$ cat config.mk
export PLATFORM = sky130hd
export DESIGN_NAME = peak_cluster_centroider
export DESIGN_NICKNAME = d
export VERILOG_FILES = /design/src/rtl/pcc_pkg.sv /design/src/rtl/pcc_front.sv /design/src/rtl/pcc_queue.sv /design/src/rtl/pcc_back.sv /design/src/rtl/peak_cluster_centroider.sv
export SDC_FILE = /design/constraint.sdc
export NUM_CORES = 2
export LEC_CHECK = 0
export ABC_AREA = 1
export BUFFER_PORTS_ARGS = -buffer_cell sky130_fd_sc_hd__buf_4
export CAP_MARGIN = 20
export CORE_MARGIN = 5
export CORE_UTILIZATION = 50
export DETAILED_ROUTE_END_ITERATION = 16
export PLACE_DENSITY = 0.66
export SLEW_MARGIN = 20
export SYNTH_ARGS = -nofsm -noshare
export SYNTH_HDL_FRONTEND = slang
export SYNTH_SLANG_ARGS = --single-unit
$ cat constraint.sdc
create_clock -name clk -period 5.9 [get_ports clk]
set_input_delay 0.295 -clock clk [delete_from_list [all_inputs] [get_ports clk]]
set_output_delay 0.295 -clock clk [all_outputs]
set_load 0.01 [all_outputs]
$ cat src/rtl/pcc_pkg.sv
package pcc_pkg;

	// closed cluster, handed from the accumulator to the divider
	typedef struct packed {
		logic [31:0] start_mz;
		logic [31:0] abundance_sum;
		logic [63:0] weighted_sum;
		logic        saturated;
		logic        last;
	} rec_t;

	// enqueue request from the front end: up to two records per beat
	typedef struct packed {
		logic w0_valid;
		logic w1_valid;
		rec_t rec0;
		rec_t rec1;
	} push_t;

	localparam int QUEUE_DEPTH = 4;
	localparam int QPTR_BITS = 2;

endpackage

$ cat src/rtl/pcc_front.sv
module pcc_front #(
	parameter int MZ_FRAC_BITS = 16,
	parameter int ABUNDANCE_BITS = 24
) (
	input  logic                clk,
	input  logic                arst_n,
	input  logic                cfg_we,
	input  logic [31:0]         cfg_wdata,
	input  logic                in_valid,
	output logic                in_ready,
	input  logic [31:0]         peak_mz,
	input  logic [23:0]         peak_abundance,
	input  logic                last_peak,
	input  logic                q_space,
	output pcc_pkg::push_t      push
);

	localparam logic [31:0] TOL_RESET = 32'(((64'd1 << MZ_FRAC_BITS) + 64'd50) / 64'd100);
	localparam logic [23:0] AB_MASK = (ABUNDANCE_BITS >= 24) ? 24'hFFFFFF :
		24'((64'd1 << ABUNDANCE_BITS) - 64'd1);

	logic [31:0] tolerance_q;
	logic        open_f_q;
	logic [31:0] start_f_q;

	logic        s1_v_q;
	logic [31:0] mz_s1;
	logic [23:0] ab_s1;
	logic [55:0] prod_s1;
	logic        newc_s1;
	logic        last_s1;

	logic        open_a_q;
	logic [31:0] start_q;
	logic [31:0] asum_q;
	logic [63:0] wsum_q;
	logic        sat_q;

	logic        take;
	logic        accept;
	logic [23:0] ab_in;
	logic [32:0] mz_delta;
	logic        join_c;
	logic        newc;
	logic [31:0] base_a;
	logic [63:0] base_w;
	logic [32:0] a33;
	logic [64:0] w65;
	logic [31:0] a_new;
	logic [63:0] w_new;
	logic        sat_new;
	logic [31:0] start_new;
	logic        close;
	pcc_pkg::rec_t rec_a;
	pcc_pkg::rec_t rec_b;

	assign take = s1_v_q && q_space;
	assign in_ready = !s1_v_q || take;
	assign accept = in_valid && in_ready;
	assign ab_in = peak_abundance & AB_MASK;

	// signed distance from cluster start against unsigned tolerance
	assign mz_delta = {1'b0, peak_mz} - {1'b0, start_f_q};
	assign join_c = $signed(mz_delta) < $signed({1'b0, tolerance_q});
	assign newc = !open_f_q || !join_c;

	always_ff @(posedge clk or negedge arst_n) begin
		if (!arst_n) begin
			tolerance_q <= TOL_RESET;
			open_f_q <= 1'b0;
			start_f_q <= '0;
			s1_v_q <= 1'b0;
		end else begin
			if (cfg_we) begin
				tolerance_q <= cfg_wdata;
			end
			if (accept) begin
				if (newc) begin
					start_f_q <= peak_mz;
				end
				open_f_q <= !last_peak;
				s1_v_q <= 1'b1;
			end else if (take) begin
				s1_v_q <= 1'b0;
			end
		end
	end

	always_ff @(posedge clk) begin
		if (accept) begin
			mz_s1 <= peak_mz;
			ab_s1 <= ab_in;
			prod_s1 <= 56'(peak_mz) * 56'(ab_in);
			newc_s1 <= newc;
			last_s1 <= last_peak;
		end
	end

	assign base_a = newc_s1 ? 32'd0 : asum_q;
	assign base_w = newc_s1 ? 64'd0 : wsum_q;
	assign a33 = {1'b0, base_a} + 33'(ab_s1);
	assign w65 = {1'b0, base_w} + 65'(prod_s1);
	assign a_new = a33[32] ? 32'hFFFFFFFF : a33[31:0];
	assign w_new = w65[64] ? 64'hFFFFFFFFFFFFFFFF : w65[63:0];
	assign sat_new = (newc_s1 ? 1'b0 : sat_q) | a33[32] | w65[64];
	assign start_new = newc_s1 ? mz_s1 : start_q;
	assign close = newc_s1 && open_a_q;

	always_comb begin
		rec_a.start_mz = start_q;
		rec_a.abundance_sum = asum_q;
		rec_a.weighted_sum = wsum_q;
		rec_a.saturated = sat_q;
		rec_a.last = 1'b0;
		rec_b.start_mz = start_new;
		rec_b.abundance_sum = a_new;
		rec_b.weighted_sum = w_new;
		rec_b.saturated = sat_new;
		rec_b.last = 1'b1;
		push.w0_valid = take && (close || last_s1);
		push.w1_valid = take && close && last_s1;
		push.rec0 = close ? rec_a : rec_b;
		push.rec1 = rec_b;
	end

	always_ff @(posedge clk or negedge arst_n) begin
		if (!arst_n) begin
			open_a_q <= 1'b0;
		end else if (take) begin
			open_a_q <= !last_s1;
		end
	end

	always_ff @(posedge clk) begin
		if (take) begin
			start_q <= start_new;
			asum_q <= a_new;
			wsum_q <= w_new;
			sat_q <= sat_new;
		end
	end

endmodule

$ cat src/rtl/pcc_queue.sv
module pcc_queue (
	input  logic           clk,
	input  logic           arst_n,
	input  pcc_pkg::push_t push,
	output logic           q_space,
	input  logic           pop,
	output logic           empty,
	output pcc_pkg::rec_t  head,
	output logic [2:0]     count
);

	pcc_pkg::rec_t mem [pcc_pkg::QUEUE_DEPTH];
	logic [pcc_pkg::QPTR_BITS-1:0] wp_q;
	logic [pcc_pkg::QPTR_BITS-1:0] rp_q;
	logic [2:0] cnt_q;
	logic [2:0] n_wr;
	logic [2:0] n_rd;

	assign n_wr = 3'(push.w0_valid) + 3'(push.w1_valid);
	assign n_rd = 3'(pop);
	// room for a full two-record beat
	assign q_space = cnt_q <= 3'(pcc_pkg::QUEUE_DEPTH - 2);
	assign empty = cnt_q == 3'd0;
	assign head = mem[rp_q];
	assign count = cnt_q;

	always_ff @(posedge clk) begin
		if (push.w0_valid) begin
			mem[wp_q] <= push.rec0;
		end
		if (push.w1_valid) begin
			mem[wp_q + 2'd1] <= push.rec1;
		end
	end

	always_ff @(posedge clk or negedge arst_n) begin
		if (!arst_n) begin
			wp_q <= '0;
			rp_q <= '0;
			cnt_q <= '0;
		end else begin
			wp_q <= wp_q + n_wr[1:0];
			rp_q <= rp_q + n_rd[1:0];
			cnt_q <= cnt_q + n_wr - n_rd;
		end
	end

endmodule

$ cat src/rtl/pcc_back.sv
module pcc_back (
	input  logic          clk,
	input  logic          arst_n,
	input  logic          empty,
	input  pcc_pkg::rec_t head,
	output logic          pop,
	output logic          out_valid,
	input  logic          out_ready,
	output logic [31:0]   centroid_mz,
	output logic [31:0]   total_abundance,
	output logic          zero_weight,
	output logic          sum_saturated,
	output logic          last_cluster
);

	localparam logic [1:0] ST_IDLE = 2'd0;
	localparam logic [1:0] ST_DIV  = 2'd1;
	localparam logic [1:0] ST_OUT  = 2'd2;

	logic [1:0]  state_q;
	logic [4:0]  cnt_q;
	logic [31:0] rem_q;
	logic [31:0] lo_q;
	logic [31:0] div_q;
	logic [31:0] cen_q;
	logic [31:0] tot_q;
	logic        zw_q;
	logic        sat_q;
	logic        last_q;
	logic [32:0] trial;
	logic        qbit;
	logic [32:0] diff;

	// one quotient bit per cycle, restoring
	assign trial = {rem_q, lo_q[31]};
	assign diff = trial - {1'b0, div_q};
	assign qbit = !diff[32];
	assign pop = (state_q == ST_IDLE) && !empty;

	always_ff @(posedge clk or negedge arst_n) begin
		if (!arst_n) begin
			state_q <= ST_IDLE;
			cnt_q <= '0;
		end else begin
			case (state_q)
				ST_IDLE: begin
					if (!empty) begin
						if (head.abundance_sum == 32'd0 ||
							head.weighted_sum[63:32] >= head.abundance_sum) begin
							state_q <= ST_OUT;
						end else begin
							state_q <= ST_DIV;
							cnt_q <= '0;
						end
					end
				end
				ST_DIV: begin
					cnt_q <= cnt_q + 5'd1;
					if (cnt_q == 5'd31) begin
						state_q <= ST_OUT;
					end
				end
				ST_OUT: begin
					if (out_ready) begin
						state_q <= ST_IDLE;
					end
				end
				default: state_q <= ST_IDLE;
			endcase
		end
	end

	always_ff @(posedge clk) begin
		case (state_q)
			ST_IDLE: begin
				if (!empty) begin
					tot_q <= head.abundance_sum;
					sat_q <= head.saturated;
					last_q <= head.last;
					zw_q <= head.abundance_sum == 32'd0;
					div_q <= head.abundance_sum;
					rem_q <= head.weighted_sum[63:32];
					lo_q <= head.weighted_sum[31:0];
					if (head.abundance_sum == 32'd0) begin
						cen_q <= head.start_mz;
					end else begin
						// quotient would not fit: clamp
						cen_q <= 32'hFFFFFFFF;
					end
				end
			end
			ST_DIV: begin
				rem_q <= qbit ? diff[31:0] : trial[31:0];
				lo_q <= {lo_q[30:0], qbit};
				if (cnt_q == 5'd31) begin
					cen_q <= {lo_q[30:0], qbit};
				end
			end
			default: begin
			end
		endcase
	end

	assign out_valid = state_q == ST_OUT;
	assign centroid_mz = cen_q;
	assign total_abundance = tot_q;
	assign zero_weight = zw_q;
	assign sum_saturated = sat_q;
	assign last_cluster = last_q;

endmodule

$ cat src/rtl/peak_cluster_centroider.sv
// Groups a stream of spectrum peaks into clusters (peaks less than the
// tolerance register above the cluster's first peak) and emits, per cluster,
// the abundance-weighted mean mz and saturating summed abundance. The front
// end takes one peak per cycle while the queue has room (multiply stage,
// then accumulate); closed clusters go through a four-entry queue to a
// divider that handles one cluster at a time (pop, 32 radix-2 steps, output)
// and skips the steps when the quotient is clamped or the weight is zero.
// Once the queue fills, the divider sets the pace of the peaks.
module peak_cluster_centroider #(
	parameter int MZ_FRAC_BITS = 16,
	parameter int ABUNDANCE_BITS = 24
) (
	input  logic        clk,
	input  logic        arst_n,
	input  logic        cfg_we,
	input  logic [31:0] cfg_wdata,
	input  logic        in_valid,
	output logic        in_ready,
	input  logic [31:0] peak_mz,
	input  logic [23:0] peak_abundance,
	input  logic        last_peak,
	output logic        out_valid,
	input  logic        out_ready,
	output logic [31:0] centroid_mz,
	output logic [31:0] total_abundance,
	output logic        zero_weight,
	output logic        sum_saturated,
	output logic        last_cluster
);

	pcc_pkg::push_t push;
	pcc_pkg::rec_t  head;
	logic           q_space;
	logic           pop;
	logic           empty;
	logic [2:0]     q_count;

	pcc_front #(
		.MZ_FRAC_BITS(MZ_FRAC_BITS),
		.ABUNDANCE_BITS(ABUNDANCE_BITS)
	) u_front (
		.clk(clk),
		.arst_n(arst_n),
		.cfg_we(cfg_we),
		.cfg_wdata(cfg_wdata),
		.in_valid(in_valid),
		.in_ready(in_ready),
		.peak_mz(peak_mz),
		.peak_abundance(peak_abundance),
		.last_peak(last_peak),
		.q_space(q_space),
		.push(push)
	);

	pcc_queue u_queue (
		.clk(clk),
		.arst_n(arst_n),
		.push(push),
		.q_space(q_space),
		.pop(pop),
		.empty(empty),
		.head(head),
		.count(q_count)
	);

	pcc_back u_back (
		.clk(clk),
		.arst_n(arst_n),
		.empty(empty),
		.head(head),
		.pop(pop),
		.out_valid(out_valid),
		.out_ready(out_ready),
		.centroid_mz(centroid_mz),
		.total_abundance(total_abundance),
		.zero_weight(zero_weight),
		.sum_saturated(sum_saturated),
		.last_cluster(last_cluster)
	);

`ifndef ASSERT_OFF
	a_q_bound: assert property (@(posedge clk) disable iff (!arst_n)
		q_count <= 3'(pcc_pkg::QUEUE_DEPTH))
		else $error("queue overflow");
	a_push_room: assert property (@(posedge clk) disable iff (!arst_n)
		push.w0_valid |-> q_count <= 3'(pcc_pkg::QUEUE_DEPTH - 2))
		else $error("push without room");
	a_zero_wt: assert property (@(posedge clk) disable iff (!arst_n)
		out_valid && zero_weight |-> total_abundance == 32'd0)
		else $error("zero weight with nonzero total");
`endif

endmodule
Yosys cells after proc, flatten, opt, wreduce, memory -nomap -nowiden
Memories as Yosys holds them, arrays and structs flattened.
Index checks and enable logic that the tools add are counted.
- $lt $le $gt $ge: 3
- eq/ne operators: 7
- shift-type cells: 0
- bitwise logic cells: 3
- multiply operators: 1
- multiplexer cells: 30
- div/mod/pow operators: 0
- reductions and logical operators: 29
- add/sub/neg operators: 11
- operator list (kind ; number):
    $mux W32 ; 9
    $pmux W32 S2 ; 3
    $mux W130 ; 1
    $mux W64 ; 2
    $add A64 B56 Y65 ; 1
    $mul A32 B24 Y56 ; 1
    $add A32 B24 Y33 ; 1
    $lt A33 B33 Y1 ; 1
    $sub A32 B32 Y33 ; 1
    $sub A33 B32 Y33 ; 1
    $ge A32 B32 Y1 ; 1
    $logic_not A32 Y1 ; 1
    $mux W5 ; 2
    $pmux W5 S2 ; 1
    $reduce_and A3 Y1 ; 3
    $mux W2 ; 4
    $logic_and A1 B1 Y1 ; 7
    $logic_not A1 Y1 ; 7
    $mux W1 ; 7
    $pmux W2 S3 ; 1
    $reduce_and A2 Y1 ; 3
    $add A5 B1 Y5 const B ; 1
    $eq A5 B5 Y1 const B ; 1
    $logic_or A1 B1 Y1 ; 4
    other kinds (16) ; 20
- latch bits: 0
- output and inout bits: 69
- bits in read-only memories: 0
- memories: 1
- word-level logic and storage cells: 111
- bits of input ports: 94
- RAM bits: 520
- bits in registers: 455
- memories (name ; depth ; width ; read ports ; clocked after Yosys merged registers in ; wr ports ; RTL line ; text):
    u_queue.mem ; 4 ; 130 ; 1 ; 0 ; 2 ; pcc_queue.sv:12 ; pcc_pkg::rec_t mem [pcc_pkg::QUEUE_DEPTH];

Longest topological paths before layout
- depth in word-level cells: 7
- gate-level depth with buffers: 36
- gate-level depth less buffers: 33

Cells and area by module
Synthesis repeated with hierarchy kept, for this count alone.
- cell total of the unflattened synthesis: 11124
- area, all modules: 86022.5 µm²
- by module, submodules not included (module ; instances ; sequential area each (µm²) ; area each (µm²) ; cells each):
    pcc_front ; 1 ; 8981.1 ; 46176.8 ; 5979
    pcc_queue ; 1 ; 15790.1 ; 29899.9 ; 3838
    pcc_back ; 1 ; 4108.9 ; 9945.8 ; 1307

Worst setup path after synthesis
OpenSTA, ideal clock, no wires.
- kind: input to register
- from: input peak_mz[19]
- to: register u_front.prod_s1[54] (data pin)
- data arrival time: 6.121 ns
- setup slack: -0.486 ns
- path buffers: 2
- library setup time: 0.265 ns
- cell stages on the path: 27
- data required time: 5.635 ns
- path through: clkbuf_1 -> clkbuf_1 -> nand2_1 -> fa_1 -> inv_1 -> fa_1 -> inv_1 -> fa_1 -> fa_1 -> inv_1 -> fa_1 -> fa_1 -> inv_1 -> fa_1 -> inv_1 -> ha_1 -> nand2_1 -> nor2_1 -> inv_1 -> nor2_1 -> inv_1 -> nor4_1 -> nand3_1 -> nand3_1 -> a21oi_1 -> o21ai_0 -> xor2_1
- cells in the longest elaborated chain, start to end: 1
- RTL lines (item ; RTL line ; text):
    start: declaration ; peak_cluster_centroider.sv:19 ; input logic [31:0] peak_mz,
    $mul A32 B24 Y56 ; pcc_front.sv:93 ; prod_s1 <= 56'(peak_mz) * 56'(ab_in);
    end signal: assignment ; pcc_front.sv:93 ;
    end: declaration ; pcc_front.sv:29 ; logic [55:0] prod_s1;
Every way passes these cells.
A chain may end at the register's enable or synchronous reset.

Worst setup path after layout
- from: input peak_mz[20]
- to: register u_front.prod_s1[29] (data pin)
Same word-level chain as after synthesis.

==> results.md <==
* Via-to-Cell Ratio at between 5 and 6
* Post-synth top cells: nand2_1 (2,149), inv_1 (1,840), edfxtp_1 (890)
* Unique masters post-synth at 62
* Slowest cell delay on critical path at between 500 and 600 ps
* Core area at between 150,000 and 200,000 µm²
* Largest net degree at the start of global routing at 160
* Most used cell, CP: fa_1
* Mapped Avg Cell Area at ~8.4 µm²
* Endpoint, Worst Hold: u_front.start_f_q[12]
* Slew Limit Fails at 0
* Initial Utilization at about 50%
* Slack of the critical path at 162 ps
* I/O pins at approximately 160
* Top-area cell type share of the netlist area at between 30% and 40%
* Synth area leaders: edfxtp_1 (33%), fa_1 (16%), nand2_1 (10%)
* Synthesized area at roughly 80,000 µm²
* Minimum clock period at between 5000 and 6000 ps
* Final Skew at about 87 ps
* CP bufs+invs at 8
* Final Hold Vio Count at 0
* Clk buf depth at 3
* Skew-Pair Late Insertion Delay at around 800 ps
* Relative slew slack at 26.6%
* Placed cell area at 87,200 µm²
* Worst hold start: peak_mz[12]
* CP Capture Type: register
* Total GRT Usage at about a third
* RSZ-0062 raised after global routing: true
* Vias at 68,716
* Row cnt at approximately 150
* Initial antenna violation count at 5
* Final worst path period share at 97.3%
* Grt ovf at 0
* Status: finished, final reports clean
* Register bit total from synthesis at 975
* Final WL at 268 mm
* WHS Path Cells at 4
* Post-synthesis net count at roughly 11,000
* Worst Max-Slew Pin Slew at between 1000 and 1500 ps
* Clock transition at path regs at roughly 60 ps
* CTS tree: done
* Fmax at around 0.17 GHz
* Reg-to-reg endpoint: u_queue.mem[3][97]
* Top-count cell post-synth: nand2_1
* Path type of the worst min-delay path: in -> reg
* Root buffer cell: clkbuf_16
* Final Instance Area at 92,400 µm²
* Die height at around 400 µm
* Worst-path maximum fanout at 10
* Remaining antenna violation count after routing at 0
* Vias in the first global route at 68,305
* DR DRC count at 0
* Post-synth EDFFs at 890
* # nets final at between 10,000 and 15,000
* Mapped Cells at approximately 9,600
* Sequential fraction of the synthesis area at between 30% and 40%
* Area growth from synthesis to layout at 14.6%
* DIE WIDTH at between 400 and 500 µm
* Die area at approximately 170,000 µm²
* Critical Path AT at 6180 ps
* Synth Flop Type: edfxtp_1
* Area taken by multi-input logic gates at approximately 44,000 µm²
* Stages on worst setup path at 26
* Drt pass-1 iters at 7
* Crit-path slowest cell: fa_1
* CTS Sinks at about 1,000
* Pre-CTS setup slack at -831 ps
* Final setup fails at 0
* Gpl congestion at 0.957
* Wire per inst at roughly 22 µm
* R2R setup slack at approximately 900 ps
* Critical path class: in -> reg
* Fraction of layout cells with a size suffix above 1 at approximately 11%
* # H-tree levels at 3
* Cell family with most CP delay: adder cells
* First-pass GRT wire length at around 410 mm
* Iter 0 DRT Violations at 7,351
* Number of max-cap violations at 0
* Port buffer count at between 150 and 200
* CP Launch Type: input port
* Async S/R FF share, synth at around 8.3%
* HPWL after detailed placement at slightly above 200 mm
* Required @ worst endpoint at roughly 6300 ps
* FF-to-FF path depth at 14
* Filler Cells Inserted at ~14,000
* Post-synth top area cell: edfxtp_1
* CTS Buf Count at around 110
* Synth warn at 0
* Critical R2R Launch: u_front.newc_s1
* Sequential cell area at slightly below 30,000 µm²
## metal layers
metal,routed length (µm),up-vias,track usage [%]
met2,122000,3290,49.9
met5,0,-,0
met1,111000,33462,43.8
li1,-,31476,-
met4,10400,0,11.2
met3,24000,488,4.87
## worst max path at each step
stage / from / to
after floorplan: peak_mz[23] / u_front.prod_s1[54]
after global placement: peak_abundance[4] / u_front.prod_s1[53]
after global routing: peak_mz[11] / u_front.prod_s1[49]
after detailed placement: peak_abundance[4] / u_front.prod_s1[49]
final: peak_mz[20] / u_front.prod_s1[29]
after CTS: peak_abundance[4] / u_front.prod_s1[55]
## through the flow
step                      cells  hold slack (ps)  util, %  TNS, ps
after floorplan            9611           -0.591        -    -89.5
after global placement    11970              212     54.4   -21750
after detailed placement  11970              212     54.4   -23010
after CTS                 12225            0.604     57.1        0
after global routing      12242             3.87     57.6     -186
final                     12244            0.161     57.6        0
## cell type report
class / instances / share of cell area (%)
Multi-Input combinational cell: 6315 / 47.3
Sequential cell: 975 / 31.2
Inverter: 1868 / 7.60
Timing Repair Buffer: 723 / 6.88
Clock buffer: 126 / 2.99
Tap cell: 2160 / 2.93
Clock inverter: 72 / 1.05
Antenna cell: 5 / 0.0135
## kinds of logic after synthesis
kind of cell	synth area share, %
flops	35.8
mux	0.0140
xor+xnor	1.87
fa+ha+maj	22.6
compound gates	10.5
simple gates	18.1
buf+inv	11.1
## flip-flops by register name (all words and copies together), names as in the netlist, 2 cells and up
signal               count
u_front.prod_s1         56
u_front.start_q         32
u_back.lo_q             32
u_queue.mem            520
u_queue.wp_q             2
u_front.wsum_q          64
u_front.ab_s1           24
u_front.mz_s1           32
u_front.start_f_q       32
u_back.cnt_q             5
u_back.rem_q            32
u_back.centroid_mz      32
u_front.asum_q          32
u_back.state_q           2
u_queue.rp_q             2
u_queue.count            3
u_front.tolerance_q     32
u_back.div_q            32
## cells in the final DEF (no fill, tap or decap), types with 79 or more instances in the layout
master,synthesis,final
inv_1,1840,1831
o21ai_0,691,677
ha_1,397,373
a21oi_1,390,367
o22ai_1,200,200
xor2_1,96,96
nand2_1,2149,2129
o21ai_1,72,79
nand3_1,533,530
fa_1,663,650
clkbuf_16,0,108
edfxtp_1,890,890
buf_4,10,563
nor2_1,637,608
## worst reg2reg max path, delay by kind of cell, from the launching register on
family | cells | cell delay (ps)
buffers and inverters | 2 | 690
AOI/OAI and AO/OA | 3 | 860
and+or+nand+nor | 8 | 1740
adders and majority gates | 1 | 370
DFF | 1 | 1030
## repair_timing
item / CTS / global route
pin swaps: 0 / 45
resized for setup: 5 / 172
endpoints found under the hold margin: 67 / 6
cloned: 0 / 1
hold buffers: 57 / 6
endpoints found under the setup margin: 6 / 34
buffers inserted: 0 / 6
Power is left out: the tool's default activity adds up to more than one toggle a clock period on the data nets, which glitch-free logic cannot reach.
